**src/rtl/hsps_pkg.sv**
```systemverilog
// ----------------------------------------------------------------------------
// hsps_pkg: shared types and constants of the slot producer selector
// Holds the field widths, the hash multiplier, the sequencer states, the
// result codes and the small helper functions of the selector.
// ----------------------------------------------------------------------------
`default_nettype none

package hsps_pkg;

   localparam int COUNT_W = 10;
   localparam int ID_W    = 32;
   localparam int OFFSET_W = 32;
   localparam int TIME_W  = 32;
   localparam int KEY_W   = 64;
   localparam int HALF_W  = 32;

   // xorshift* multiplier and its two 32-bit halves
   localparam logic [KEY_W-1:0]  HASH_MUL    = 64'h2545_F491_4F6C_DD1D;
   localparam logic [HALF_W-1:0] HASH_MUL_LO = HASH_MUL[31:0];
   localparam logic [HALF_W-1:0] HASH_MUL_HI = HASH_MUL[63:32];

   typedef enum logic [1:0] {
      OUT_HASH   = 2'd0,
      OUT_NEWEST = 2'd1,
      OUT_SOLE   = 2'd2,
      OUT_NONE   = 2'd3
   } outcome_type;

   typedef enum logic [1:0] {
      MAC_IDLE,
      MAC_LOAD,
      MAC_ADD_HI
   } mac_op_type;

   // one command to the shared multiply-accumulate unit
   typedef struct packed {
      mac_op_type        op;
      logic [HALF_W-1:0] a;
      logic [HALF_W-1:0] b;
      logic [HALF_W-1:0] hi;
   } mac_cmd_type;

   typedef enum logic [3:0] {
      ST_IDLE,
      ST_DIV,
      ST_CUT,
      ST_LIMIT,
      ST_ELIG,
      ST_HASH_A,
      ST_HASH_B,
      ST_HASH_W,
      ST_MIX,
      ST_MUL_A,
      ST_MUL_B,
      ST_MUL_C,
      ST_MUL_W,
      ST_CMP,
      ST_DONE
   } state_type;

   // a count of zero acts as one
   function automatic logic [COUNT_W-1:0] count_eff(input logic [COUNT_W-1:0] n);
      return (n == '0) ? COUNT_W'(1) : n;
   endfunction

   // round separation: 1 for 2 or 3, 2 for 4, n/2+1 otherwise
   function automatic logic [COUNT_W-1:0] sep_of(input logic [COUNT_W-1:0] n);
      logic [COUNT_W-1:0] s;
      if (n == COUNT_W'(2) || n == COUNT_W'(3)) begin
         s = COUNT_W'(1);
      end else if (n == COUNT_W'(4)) begin
         s = COUNT_W'(2);
      end else begin
         s = (n >> 1) + COUNT_W'(1);
      end
      return s;
   endfunction

   // xorshift mixing between the two multiplies
   function automatic logic [KEY_W-1:0] xs_mix(input logic [KEY_W-1:0] k);
      logic [KEY_W-1:0] m;
      m = k ^ (k >> 12);
      m = m ^ (m << 25);
      m = m ^ (m >> 27);
      return m;
   endfunction

endpackage

`default_nettype wire

```
**src/rtl/hsps_chan_if.sv**
```systemverilog
// ----------------------------------------------------------------------------
// hsps_chan_if: request and response channels of the slot producer selector
// Valid/ready channels; a transfer happens when valid and ready are both high.
// ----------------------------------------------------------------------------
`default_nettype none

interface hsps_req_if
   import hsps_pkg::*;
#(
   parameter int SLOT_BITS = 40
);
   logic                 valid;
   logic                 ready;
   logic [ID_W-1:0]      candidate_id;
   logic [SLOT_BITS-1:0] last_filled_slot;
   logic [SLOT_BITS-1:0] base_slot;
   logic [OFFSET_W-1:0]  slot_offset;
   logic [TIME_W-1:0]    slot_time;
   logic                 last_candidate;

   modport source (
      output valid, candidate_id, last_filled_slot, base_slot, slot_offset,
             slot_time, last_candidate,
      input  ready
   );
   modport sink (
      input  valid, candidate_id, last_filled_slot, base_slot, slot_offset,
             slot_time, last_candidate,
      output ready
   );
endinterface

interface hsps_rsp_if
   import hsps_pkg::*;
();
   logic            valid;
   logic            ready;
   logic [ID_W-1:0] chosen_id;
   outcome_type     outcome;

   modport source (
      output valid, chosen_id, outcome,
      input  ready
   );
   modport sink (
      input  valid, chosen_id, outcome,
      output ready
   );
endinterface

`default_nettype wire

```
**src/rtl/hashed_slot_producer_selector.sv**
```systemverilog
// ----------------------------------------------------------------------------
// hashed_slot_producer_selector: picks the producer of a future slot
// Reads a candidate list one request at a time and answers on the request
// marked as the last candidate with the chosen id and how it was chosen.
// ----------------------------------------------------------------------------
// The block takes one request at a time and is not ready while it works on
// it. A request that opens a query runs a bit-serial remainder of the query
// slot by the candidate count before the normal work. A candidate at or past
// the cutoff then skips the hash; an eligible candidate goes through the one
// 32x32 multiply-accumulate unit that builds both 64-bit xorshift* products
// from partial products. A response sits in an output register; the closing
// request waits only if that register is still full.
`default_nettype none

module hashed_slot_producer_selector
   import hsps_pkg::*;
#(
   parameter int SLOT_BITS = 40
)(
   input  wire logic               clock,
   input  wire logic               reset,
   input  wire logic               csr_wr_en,
   input  wire logic [COUNT_W-1:0] csr_wr_data,
   hsps_req_if.sink                req_chan,
   hsps_rsp_if.source              rsp_chan
);

   state_type            state_ff, state_in;
   logic [COUNT_W-1:0]   active_count_ff;
   logic                 query_open_ff, query_open_in;

   logic [ID_W-1:0]      id_ff, id_in;
   logic [SLOT_BITS-1:0] last_ff, last_in;
   logic [SLOT_BITS-1:0] q_ff, q_in;
   logic                 offset_zero_ff, offset_zero_in;
   logic [TIME_W-1:0]    time_ff, time_in;
   logic                 fin_ff, fin_in;

   logic [ID_W-1:0]      first_ff, first_in;
   logic                 have_best_ff, have_best_in;
   logic [KEY_W-1:0]     best_key_ff, best_key_in;
   logic [ID_W-1:0]      best_id_ff, best_id_in;
   logic                 have_newest_ff, have_newest_in;
   logic [ID_W-1:0]      newest_id_ff, newest_id_in;

   logic [SLOT_BITS-1:0] start_ff, start_in;
   logic [SLOT_BITS-1:0] back_ff, back_in;
   logic [SLOT_BITS-1:0] cutoff_ff, cutoff_in;
   logic [SLOT_BITS-1:0] low_slot;
   logic [KEY_W-1:0]     key_ff, key_in;

   logic                 rsp_valid_ff, rsp_valid_in;
   logic [ID_W-1:0]      rsp_id_ff, rsp_id_in;
   outcome_type          rsp_outcome_ff, rsp_outcome_in;

   logic [COUNT_W-1:0]   n_eff;
   logic [SLOT_BITS-1:0] sep_ext;
   logic                 accept;
   logic                 rem_start;
   logic [COUNT_W-1:0]   rem_value;
   logic                 rem_done;
   logic [SLOT_BITS-1:0] req_q;
   mac_cmd_type          mac_cmd;
   logic [KEY_W-1:0]     mac_acc;

   assign n_eff   = count_eff(active_count_ff);
   assign sep_ext = SLOT_BITS'(sep_of(n_eff));
   assign req_q   = req_chan.base_slot + SLOT_BITS'(req_chan.slot_offset);
   assign low_slot = (start_ff < back_ff) ? start_ff : back_ff;

   assign req_chan.ready = (state_ff == ST_IDLE);
   assign accept         = req_chan.valid && req_chan.ready;

   // shared units
   hsps_rem #(
      .SLOT_BITS (SLOT_BITS)
   ) u_rem (
      .clock    (clock),
      .reset    (reset),
      .start    (rem_start),
      .dividend (req_q),
      .divisor  (n_eff),
      .rem      (rem_value),
      .done     (rem_done)
   );

   hsps_mac u_mac (
      .clock (clock),
      .reset (reset),
      .cmd   (mac_cmd),
      .acc   (mac_acc)
   );

   // sequencer: next state, unit commands and register updates
   always_comb begin
      state_in       = state_ff;
      query_open_in  = query_open_ff;
      id_in          = id_ff;
      last_in        = last_ff;
      q_in           = q_ff;
      offset_zero_in = offset_zero_ff;
      time_in        = time_ff;
      fin_in         = fin_ff;
      first_in       = first_ff;
      have_best_in   = have_best_ff;
      best_key_in    = best_key_ff;
      best_id_in     = best_id_ff;
      have_newest_in = have_newest_ff;
      newest_id_in   = newest_id_ff;
      start_in       = start_ff;
      back_in        = back_ff;
      cutoff_in      = cutoff_ff;
      key_in         = key_ff;
      rsp_valid_in   = rsp_valid_ff && !rsp_chan.ready;
      rsp_id_in      = rsp_id_ff;
      rsp_outcome_in = rsp_outcome_ff;
      rem_start      = 1'b0;
      mac_cmd        = '{op: MAC_IDLE, a: '0, b: '0, hi: '0};

      unique case (state_ff)
         ST_IDLE: begin
            if (accept) begin
               id_in          = req_chan.candidate_id;
               last_in        = req_chan.last_filled_slot;
               q_in           = req_q;
               offset_zero_in = (req_chan.slot_offset == '0);
               time_in        = req_chan.slot_time;
               fin_in         = req_chan.last_candidate;
               if (!query_open_ff) begin
                  // open a query and start the round remainder
                  query_open_in  = 1'b1;
                  first_in       = req_chan.candidate_id;
                  have_best_in   = 1'b0;
                  best_key_in    = '0;
                  best_id_in     = '0;
                  have_newest_in = 1'b0;
                  newest_id_in   = '0;
                  rem_start      = 1'b1;
                  state_in       = ST_DIV;
               end else begin
                  state_in = ST_ELIG;
               end
            end
         end
         ST_DIV: begin
            if (rem_done) begin
               state_in = ST_CUT;
            end
         end
         ST_CUT: begin
            // round start and separation limit, clamped at zero
            start_in = q_ff - SLOT_BITS'(rem_value);
            back_in  = (q_ff >= sep_ext) ? q_ff - sep_ext : '0;
            state_in = ST_LIMIT;
         end
         ST_LIMIT: begin
            cutoff_in = (low_slot == '0) ? SLOT_BITS'(1) : low_slot;
            state_in  = ST_ELIG;
         end
         ST_ELIG: begin
            // newest producer check on an offset of zero
            if (offset_zero_ff && !have_newest_ff && last_ff >= q_ff) begin
               have_newest_in = 1'b1;
               newest_id_in   = id_ff;
            end
            state_in = (last_ff < cutoff_ff) ? ST_HASH_A : ST_DONE;
         end
         ST_HASH_A: begin
            mac_cmd  = '{op: MAC_LOAD, a: id_ff, b: HASH_MUL_LO, hi: time_ff};
            state_in = ST_HASH_B;
         end
         ST_HASH_B: begin
            mac_cmd  = '{op: MAC_ADD_HI, a: id_ff, b: HASH_MUL_HI, hi: '0};
            state_in = ST_HASH_W;
         end
         ST_HASH_W: begin
            state_in = ST_MIX;
         end
         ST_MIX: begin
            key_in   = xs_mix(mac_acc);
            state_in = ST_MUL_A;
         end
         ST_MUL_A: begin
            mac_cmd  = '{op: MAC_LOAD, a: key_ff[HALF_W-1:0], b: HASH_MUL_LO, hi: '0};
            state_in = ST_MUL_B;
         end
         ST_MUL_B: begin
            mac_cmd  = '{op: MAC_ADD_HI, a: key_ff[HALF_W-1:0], b: HASH_MUL_HI, hi: '0};
            state_in = ST_MUL_C;
         end
         ST_MUL_C: begin
            mac_cmd  = '{op: MAC_ADD_HI, a: key_ff[KEY_W-1:HALF_W], b: HASH_MUL_LO,
                         hi: '0};
            state_in = ST_MUL_W;
         end
         ST_MUL_W: begin
            state_in = ST_CMP;
         end
         ST_CMP: begin
            // keep the largest key, later candidate wins a tie
            if (!have_best_ff || mac_acc >= best_key_ff) begin
               have_best_in = 1'b1;
               best_key_in  = mac_acc;
               best_id_in   = id_ff;
            end
            state_in = ST_DONE;
         end
         ST_DONE: begin
            if (!fin_ff) begin
               state_in = ST_IDLE;
            end else if (!rsp_valid_ff || rsp_chan.ready) begin
               // close the query and load the response
               query_open_in = 1'b0;
               rsp_valid_in  = 1'b1;
               if (n_eff == COUNT_W'(1)) begin
                  rsp_id_in      = first_ff;
                  rsp_outcome_in = OUT_SOLE;
               end else if (have_newest_ff) begin
                  rsp_id_in      = newest_id_ff;
                  rsp_outcome_in = OUT_NEWEST;
               end else if (have_best_ff) begin
                  rsp_id_in      = best_id_ff;
                  rsp_outcome_in = OUT_HASH;
               end else begin
                  rsp_id_in      = '0;
                  rsp_outcome_in = OUT_NONE;
               end
               state_in = ST_IDLE;
            end
         end
         default: begin
            state_in = ST_IDLE;
         end
      endcase
   end

   // control registers
   always_ff @(posedge clock) begin
      if (reset) begin
         state_ff        <= ST_IDLE;
         active_count_ff <= COUNT_W'(1);
         query_open_ff   <= 1'b0;
         rsp_valid_ff    <= 1'b0;
         have_best_ff    <= 1'b0;
         have_newest_ff  <= 1'b0;
         cutoff_ff       <= '0;
      end else begin
         state_ff      <= state_in;
         query_open_ff <= query_open_in;
         rsp_valid_ff  <= rsp_valid_in;
         have_best_ff  <= have_best_in;
         have_newest_ff <= have_newest_in;
         cutoff_ff     <= cutoff_in;
         if (csr_wr_en) begin
            active_count_ff <= csr_wr_data;
         end
      end
   end

   // payload registers
   always_ff @(posedge clock) begin
      id_ff          <= id_in;
      last_ff        <= last_in;
      q_ff           <= q_in;
      offset_zero_ff <= offset_zero_in;
      time_ff        <= time_in;
      fin_ff         <= fin_in;
      first_ff       <= first_in;
      best_key_ff    <= best_key_in;
      best_id_ff     <= best_id_in;
      newest_id_ff   <= newest_id_in;
      start_ff       <= start_in;
      back_ff        <= back_in;
      key_ff         <= key_in;
      rsp_id_ff      <= rsp_id_in;
      rsp_outcome_ff <= rsp_outcome_in;
   end

   assign rsp_chan.valid     = rsp_valid_ff;
   assign rsp_chan.chosen_id = rsp_id_ff;
   assign rsp_chan.outcome   = rsp_outcome_ff;

`ifndef SYNTHESIS
   // an opening request always goes through the remainder unit
   a_open_divides: assert property (@(posedge clock) disable iff (reset)
      (accept && !query_open_ff) |=> (state_ff == ST_DIV))
      else $error("opening request did not start the remainder");

   // the cutoff is set and nonzero whenever a candidate is checked
   a_cutoff_set: assert property (@(posedge clock) disable iff (reset)
      (state_ff == ST_ELIG) |-> (cutoff_ff != '0))
      else $error("eligibility checked against an unset cutoff");

   // a response with no eligible candidate carries id zero
   a_none_zero: assert property (@(posedge clock) disable iff (reset)
      (rsp_chan.valid && rsp_chan.outcome == OUT_NONE) |-> (rsp_chan.chosen_id == '0))
      else $error("empty outcome with nonzero id");
`endif

endmodule

`default_nettype wire

```
**src/rtl/hsps_mac.sv**
```systemverilog
// ----------------------------------------------------------------------------
// hsps_mac: shared 32x32 multiply-accumulate unit
// One product per cycle is registered, then loaded into a 64-bit accumulator
// or added into its upper half on the following cycle.
// ----------------------------------------------------------------------------
`default_nettype none

module hsps_mac
   import hsps_pkg::*;
(
   input  wire logic              clock,
   input  wire logic              reset,
   input  wire mac_cmd_type       cmd,
   output logic [KEY_W-1:0]       acc
);

   mac_op_type        op_ff;
   logic [KEY_W-1:0]  prod_ff;
   logic [HALF_W-1:0] hi_ff;
   logic [KEY_W-1:0]  acc_ff;
   logic [KEY_W-1:0]  acc_in;

   // stage the operation along with its product
   always_ff @(posedge clock) begin
      if (reset) begin
         op_ff <= MAC_IDLE;
      end else begin
         op_ff <= cmd.op;
      end
   end

   always_ff @(posedge clock) begin
      prod_ff <= KEY_W'(cmd.a) * KEY_W'(cmd.b);
      hi_ff   <= cmd.hi;
      acc_ff  <= acc_in;
   end

   // load or accumulate the registered product
   always_comb begin
      case (op_ff)
         MAC_LOAD:   acc_in = prod_ff + {hi_ff, {HALF_W{1'b0}}};
         MAC_ADD_HI: acc_in = {acc_ff[KEY_W-1:HALF_W] + prod_ff[HALF_W-1:0],
                               acc_ff[HALF_W-1:0]};
         default:    acc_in = acc_ff;
      endcase
   end

   assign acc = acc_ff;

endmodule

`default_nettype wire

```
**src/rtl/hsps_rem.sv**
```systemverilog
// ----------------------------------------------------------------------------
// hsps_rem: bit-serial remainder of the query slot by the candidate count
// Restoring division over all SLOT_BITS dividend bits, one bit per cycle.
// ----------------------------------------------------------------------------
`default_nettype none

module hsps_rem
   import hsps_pkg::*;
#(
   parameter int SLOT_BITS = 40
)(
   input  wire logic                 clock,
   input  wire logic                 reset,
   input  wire logic                 start,
   input  wire logic [SLOT_BITS-1:0] dividend,
   input  wire logic [COUNT_W-1:0]   divisor,
   output logic [COUNT_W-1:0]        rem,
   output logic                      done
);

   localparam int CNT_W = $clog2(SLOT_BITS);

   logic                 busy_ff, busy_in;
   logic                 done_ff, done_in;
   logic [CNT_W-1:0]     cnt_ff, cnt_in;
   logic [SLOT_BITS-1:0] quo_ff, quo_in;
   logic [COUNT_W-1:0]   rem_ff, rem_in;
   logic [COUNT_W:0]     rem_shift;
   logic [COUNT_W:0]     rem_next;

   // shift in the next dividend bit and subtract the divisor when it fits
   assign rem_shift = {rem_ff, quo_ff[SLOT_BITS-1]};
   assign rem_next  = (rem_shift >= {1'b0, divisor}) ? rem_shift - {1'b0, divisor}
                                                      : rem_shift;

   always_comb begin
      busy_in = busy_ff;
      done_in = 1'b0;
      cnt_in  = cnt_ff;
      quo_in  = quo_ff;
      rem_in  = rem_ff;
      if (start) begin
         busy_in = 1'b1;
         cnt_in  = CNT_W'(SLOT_BITS - 1);
         quo_in  = dividend;
         rem_in  = '0;
      end else if (busy_ff) begin
         quo_in = quo_ff << 1;
         rem_in = rem_next[COUNT_W-1:0];
         cnt_in = cnt_ff - CNT_W'(1);
         if (cnt_ff == '0) begin
            busy_in = 1'b0;
            done_in = 1'b1;
         end
      end
   end

   always_ff @(posedge clock) begin
      if (reset) begin
         busy_ff <= 1'b0;
         done_ff <= 1'b0;
      end else begin
         busy_ff <= busy_in;
         done_ff <= done_in;
      end
   end

   always_ff @(posedge clock) begin
      cnt_ff <= cnt_in;
      quo_ff <= quo_in;
      rem_ff <= rem_in;
   end

   assign rem  = rem_ff;
   assign done = done_ff;

endmodule

`default_nettype wire
```
**src/flat_wrapper.sv**
```systemverilog
// flat-port wrapper written by rule: the top's interface ports become plain ports
module hashed_slot_producer_selector_flat import hsps_pkg::*;
#(
   parameter int SLOT_BITS = 40
)
  (clock, reset, csr_wr_en, csr_wr_data, req_chan_valid, req_chan_candidate_id, req_chan_last_filled_slot, req_chan_base_slot, req_chan_slot_offset, req_chan_slot_time, req_chan_last_candidate, req_chan_ready, rsp_chan_valid, rsp_chan_chosen_id, rsp_chan_outcome, rsp_chan_ready);
  hsps_req_if #(.SLOT_BITS(SLOT_BITS)) req_chan_i ();
  hsps_rsp_if rsp_chan_i ();
  input  wire logic clock;
  input  wire logic reset;
  input  wire logic csr_wr_en;
  input  wire logic [COUNT_W-1:0] csr_wr_data;
  input wire logic [$bits(req_chan_i.valid)-1:0] req_chan_valid;
  input wire logic [$bits(req_chan_i.candidate_id)-1:0] req_chan_candidate_id;
  input wire logic [$bits(req_chan_i.last_filled_slot)-1:0] req_chan_last_filled_slot;
  input wire logic [$bits(req_chan_i.base_slot)-1:0] req_chan_base_slot;
  input wire logic [$bits(req_chan_i.slot_offset)-1:0] req_chan_slot_offset;
  input wire logic [$bits(req_chan_i.slot_time)-1:0] req_chan_slot_time;
  input wire logic [$bits(req_chan_i.last_candidate)-1:0] req_chan_last_candidate;
  output wire logic [$bits(req_chan_i.ready)-1:0] req_chan_ready;
  output wire logic [$bits(rsp_chan_i.valid)-1:0] rsp_chan_valid;
  output wire logic [$bits(rsp_chan_i.chosen_id)-1:0] rsp_chan_chosen_id;
  output wire logic [$bits(rsp_chan_i.outcome)-1:0] rsp_chan_outcome;
  input wire logic [$bits(rsp_chan_i.ready)-1:0] rsp_chan_ready;
  assign req_chan_i.valid = req_chan_valid;
  assign req_chan_i.candidate_id = req_chan_candidate_id;
  assign req_chan_i.last_filled_slot = req_chan_last_filled_slot;
  assign req_chan_i.base_slot = req_chan_base_slot;
  assign req_chan_i.slot_offset = req_chan_slot_offset;
  assign req_chan_i.slot_time = req_chan_slot_time;
  assign req_chan_i.last_candidate = req_chan_last_candidate;
  assign req_chan_ready = req_chan_i.ready;
  assign rsp_chan_valid = rsp_chan_i.valid;
  assign rsp_chan_chosen_id = rsp_chan_i.chosen_id;
  assign rsp_chan_outcome = rsp_chan_i.outcome;
  assign rsp_chan_i.ready = rsp_chan_ready;
  hashed_slot_producer_selector #(.SLOT_BITS(SLOT_BITS)) u_core (.clock(clock), .reset(reset), .csr_wr_en(csr_wr_en), .csr_wr_data(csr_wr_data), .req_chan(req_chan_i), .rsp_chan(rsp_chan_i));
endmodule
```
**config.mk**
```make
export PLATFORM = sky130hd
export DESIGN_NAME = hashed_slot_producer_selector_flat
export DESIGN_NICKNAME = d
export VERILOG_FILES = /design/src/rtl/hsps_pkg.sv /design/src/rtl/hsps_chan_if.sv /design/src/rtl/hashed_slot_producer_selector.sv /design/src/rtl/hsps_mac.sv /design/src/rtl/hsps_rem.sv /design/src/flat_wrapper.sv
export SDC_FILE = /design/constraint.sdc
export NUM_CORES = 2
export LEC_CHECK = 0
export ABC_AREA = 1
export BUFFER_PORTS_ARGS = -buffer_cell sky130_fd_sc_hd__buf_2
export CAP_MARGIN = 20
export CORE_ASPECT_RATIO = 1.75
export CORE_MARGIN = 5
export CORE_UTILIZATION = 60
export CTS_BUF_LIST = sky130_fd_sc_hd__clkbuf_4 sky130_fd_sc_hd__clkbuf_8
export DETAILED_ROUTE_END_ITERATION = 10
export PLACE_DENSITY = 0.83
export SLEW_MARGIN = 40
export SYNTH_ARGS = -nofsm -noshare
export SYNTH_HDL_FRONTEND = slang
export SYNTH_HIERARCHICAL = 1
export SYNTH_SLANG_ARGS = --single-unit
```
**constraint.sdc**
```tcl
create_clock -name clock -period 12.1 [get_ports clock]
set_input_delay 2.42 -clock clock [delete_from_list [all_inputs] [get_ports clock]]
set_output_delay 2.42 -clock clock [all_outputs]
set_load 0.05 [all_outputs]
```
==> flow_metrics.env <==
export IMPL_path_clk_slew_ns=0.07
export IMPL_cts_path_max_buffers=3
export IMPL_antenna_found_initial=8
export IMPL_postCtsSetupRepairBufs=0
export IMPL_insertion_delay_ns=0.88
export IMPL_cpMostUsedCell="fa_1"
export IMPL_postSynthRegisterBits=762
export IMPL_layout_drive_gt1_share=0.0603
export IMPL_finalSetupViolations=0
export IMPL_drc=0
export IMPL_slew_viol_final=0
export IMPL_yosys_warnings=6
export IMPL_finClkSkew_ns=0.124
export IMPL_whs_ns=0.433
export IMPL_max_stage_delay_ns=0.56
export IMPL_vias_per_cell=5.47
export IMPL_async_reset_ff_frac=0
export IMPL_cp_arrival_ns=9.70
export IMPL_syn_area_sq_um=78900
export IMPL_crit_path_start_kind="flop"
export IMPL_synth_top_area_share=0.229
export IMPL_cts_tree="done"
export IMPL_num_rows=176
export IMPL_portBuffers=227
export IMPL_min_period_over_period=0.742
export IMPL_gp_congestion=1.01
export IMPL_area_growth_pct=7.11
export IMPL_hold_path_class="reg2reg"
export IMPL_rsz0062_at_grt="no"
export IMPL_synthTopCellsByArea="fa_1, edfxtp_1, nand2_1, inv_1, ha_1"
export IMPL_core_area_sq_um=131000
export IMPL_ys_types=64
export IMPL_post_dp_cell_area_sq_um=81800
export IMPL_hold_buffers=0
export IMPL_grt_max_degree=179
export IMPL_relSlewSlack=0.429
export IMPL_max_freq_mhz=111
export IMPL_critical_path_class="reg2reg"
export IMPL_crit_fanout=82
export IMPL_start_util=0.602
export IMPL_synth_edf_count=588
export IMPL_leakagePower_nw=46.3
export IMPL_postRouteAntennaNets=0
export IMPL_grt_util_all_layers=0.345
export IMPL_ys_flop_type="edfxtp_1"
export IMPL_avgRoutedWirePerCell_microns=20.3
export IMPL_cts_sinks=762
export IMPL_status="completed"
export IMPL_ir_drop_uv=145
export IMPL_die_x_microns=284
export IMPL_cts_htree_levels=3
export IMPL_synth_area_leader_cell="fa_1"
export IMPL_slowest_stage="fa_1"
export IMPL_r2r_setup_slack_ns=3.13
export IMPL_worstSetupEndpointType="flop"
export IMPL_hpwl_microns=192000
export IMPL_fin_crit_ns=8.97
export IMPL_vias=64849
export IMPL_grt_overflow_total=0
export IMPL_finalSetupTns_ns=0
export IMPL_initialDrtViolationCount=4925
export IMPL_root_buffer="clkbuf_8"
export IMPL_fin_nets=11721
export IMPL_worst_ep_required_time_ns=12.82
export IMPL_die_height_microns=490
export IMPL_syn_avg_cell_area_sq_um=7.98
export IMPL_cts_made_buffers=116
export IMPL_maxCapViolCount=0
export IMPL_syn_inst=9884
export IMPL_max_slew_worst_pin_slew_ns=0.856
export IMPL_dieArea_sq_um=139000
export IMPL_grt_pass1_vias=68976
export IMPL_grt_pass1_wl_microns=370000
export IMPL_power_density_nw_per_um2=124
export IMPL_synth_seq_area_share=0.268
export IMPL_io_pins=228
export IMPL_first_pass_iters=6
export IMPL_wirelength_microns=241000
export IMPL_final_area_sq_um=84500
export IMPL_final_hold_viol_count=0
export IMPL_post_cts_resized=0
[routing by layer]
metal | wire (microns) | part of all wire | global-route usage | vias to the layer above
met2 | 124000 | 0.52 | 0.641 | 3054
met4 | 26300 | 0.11 | 0.294 | 8
met1 | 74000 | 0.31 | 0.333 | 30830
met5 | 43 | 0.00018 | 0 | -
li1 | - | - | - | 29779
met3 | 16400 | 0.068 | 0.0510 | 1178
[cell type report]
class	count	area [sq um]
Clock inverter	72	738
Clock buffer	146	1850
Fill cell	10760	46500
Inverter	2632	9880
Timing Repair Buffer	301	1820
Antenna cell	4	10.0
Sequential cell	762	21100
Tap cell	1691	2120
Multi-Input combinational cell	6240	46900
[logic make-up (layout without fill, tap and decap cells)]
kind of cell               Yosys count  in the layout  synth area share
adders and majority gates         1476           1476             0.320
AOI/OAI and AO/OA                  708            708            0.0517
muxes                                1              1          0.000127
DFF                                762            762             0.268
xor gates and xnor gates           257            257            0.0285
other                                1             49         0.0000475
buffers and inverters             2926           3151             0.140
and+or+nand+nor                   3753           3753             0.192
[per-stage QoR]
stage	power (mW)	utilization	worst slack, ns	instances
global route	11.1	0.645	2.71	11846
floorplan	6.67	-	2.95	9928
CTS	10.4	0.644	2.99	11841
global placement	7.87	0.624	2.61	11622
detailed placement	8.01	0.624	3.03	11623
finish	10.5	0.645	3.13	11848
[critical path: cells and delay by family, from the launching register on]
kind          cells  cell delay, ns
flops             1            0.37
simple gates     11            1.98
buf+inv          10            1.65
xor+xnor          1            0.42
fa+ha+maj         9            4.32
[path summary, 6_finish.rpt]
check | end | start | cells past startpoint
worst max-delay path | u_core/u_mac/prod_ff[25] | u_core/state_ff[0] | 31
worst min-delay path | u_core/u_rem/quo_ff[22] | u_core/u_rem/quo_ff[21] | 2
worst max register to register | u_core/u_mac/prod_ff[25] | u_core/state_ff[0] | 31
worst min register to register | u_core/u_rem/quo_ff[22] | u_core/u_rem/quo_ff[21] | 2
[cells in the mapped netlist (all sizes together), types with 33 or more instances]
master	instances
a22oi	33
clkbuf	270
nor2	635
nand4	80
nand3	221
inv	2629
dfxtp	174
ha	574
o21ai	213
xnor2	104
o211ai	42
edfxtp	588
a21oi	327
xor2	153
nand2	2698
fa	902
nor3	58
[power breakdown]
group | switching [mW] | internal (mW) | total, mW | leakage [nW]
clock | 1.14 | 1.25 | 2.39 | 1.31
sequential | 0.396 | 3.62 | 4.02 | 6.93
combinational | 2.81 | 1.26 | 4.07 | 38.0
[flip-flops by register name, indices dropped and copies added, names as in the netlist, 4 cells and up]
signal	count
u_core/rsp_chan.chosen_id	32
u_core/state_ff	4
u_core/u_mac/prod_ff	64
u_core/u_rem/cnt_ff	6
u_core/u_rem/quo_ff	40
u_core/best_id_ff	32
u_core/active_count_ff	10
u_core/last_ff	40
u_core/best_key_ff	64
u_core/u_rem/rem	10
u_core/back_ff	40
u_core/key_ff	64
u_core/newest_id_ff	32
u_core/u_mac/acc	64
u_core/first_ff	32
u_core/q_ff	40
u_core/id_ff	32
u_core/cutoff_ff	40
u_core/u_mac/hi_ff	32
u_core/time_ff	32
u_core/start_ff	40
[cells in the final DEF, fill, tap and decap left out, drive strengths merged, types with 10 or more instances in the layout]
cell / n
a21oi: 327
a22oi: 33
buf: 300
bufinv: 10
clkbuf: 147
clkinv: 52
conb: 45
dfxtp: 174
edfxtp: 588
fa: 902
ha: 574
inv: 2634
nand2: 2698
nand3: 221
nand3b: 22
nand4: 80
nor2: 635
nor3: 58
nor4: 20
o211ai: 42
o21a: 27
o21ai: 213
o21bai: 21
xnor2: 104
xor2: 153
Power figures use the tool's default switching activity.
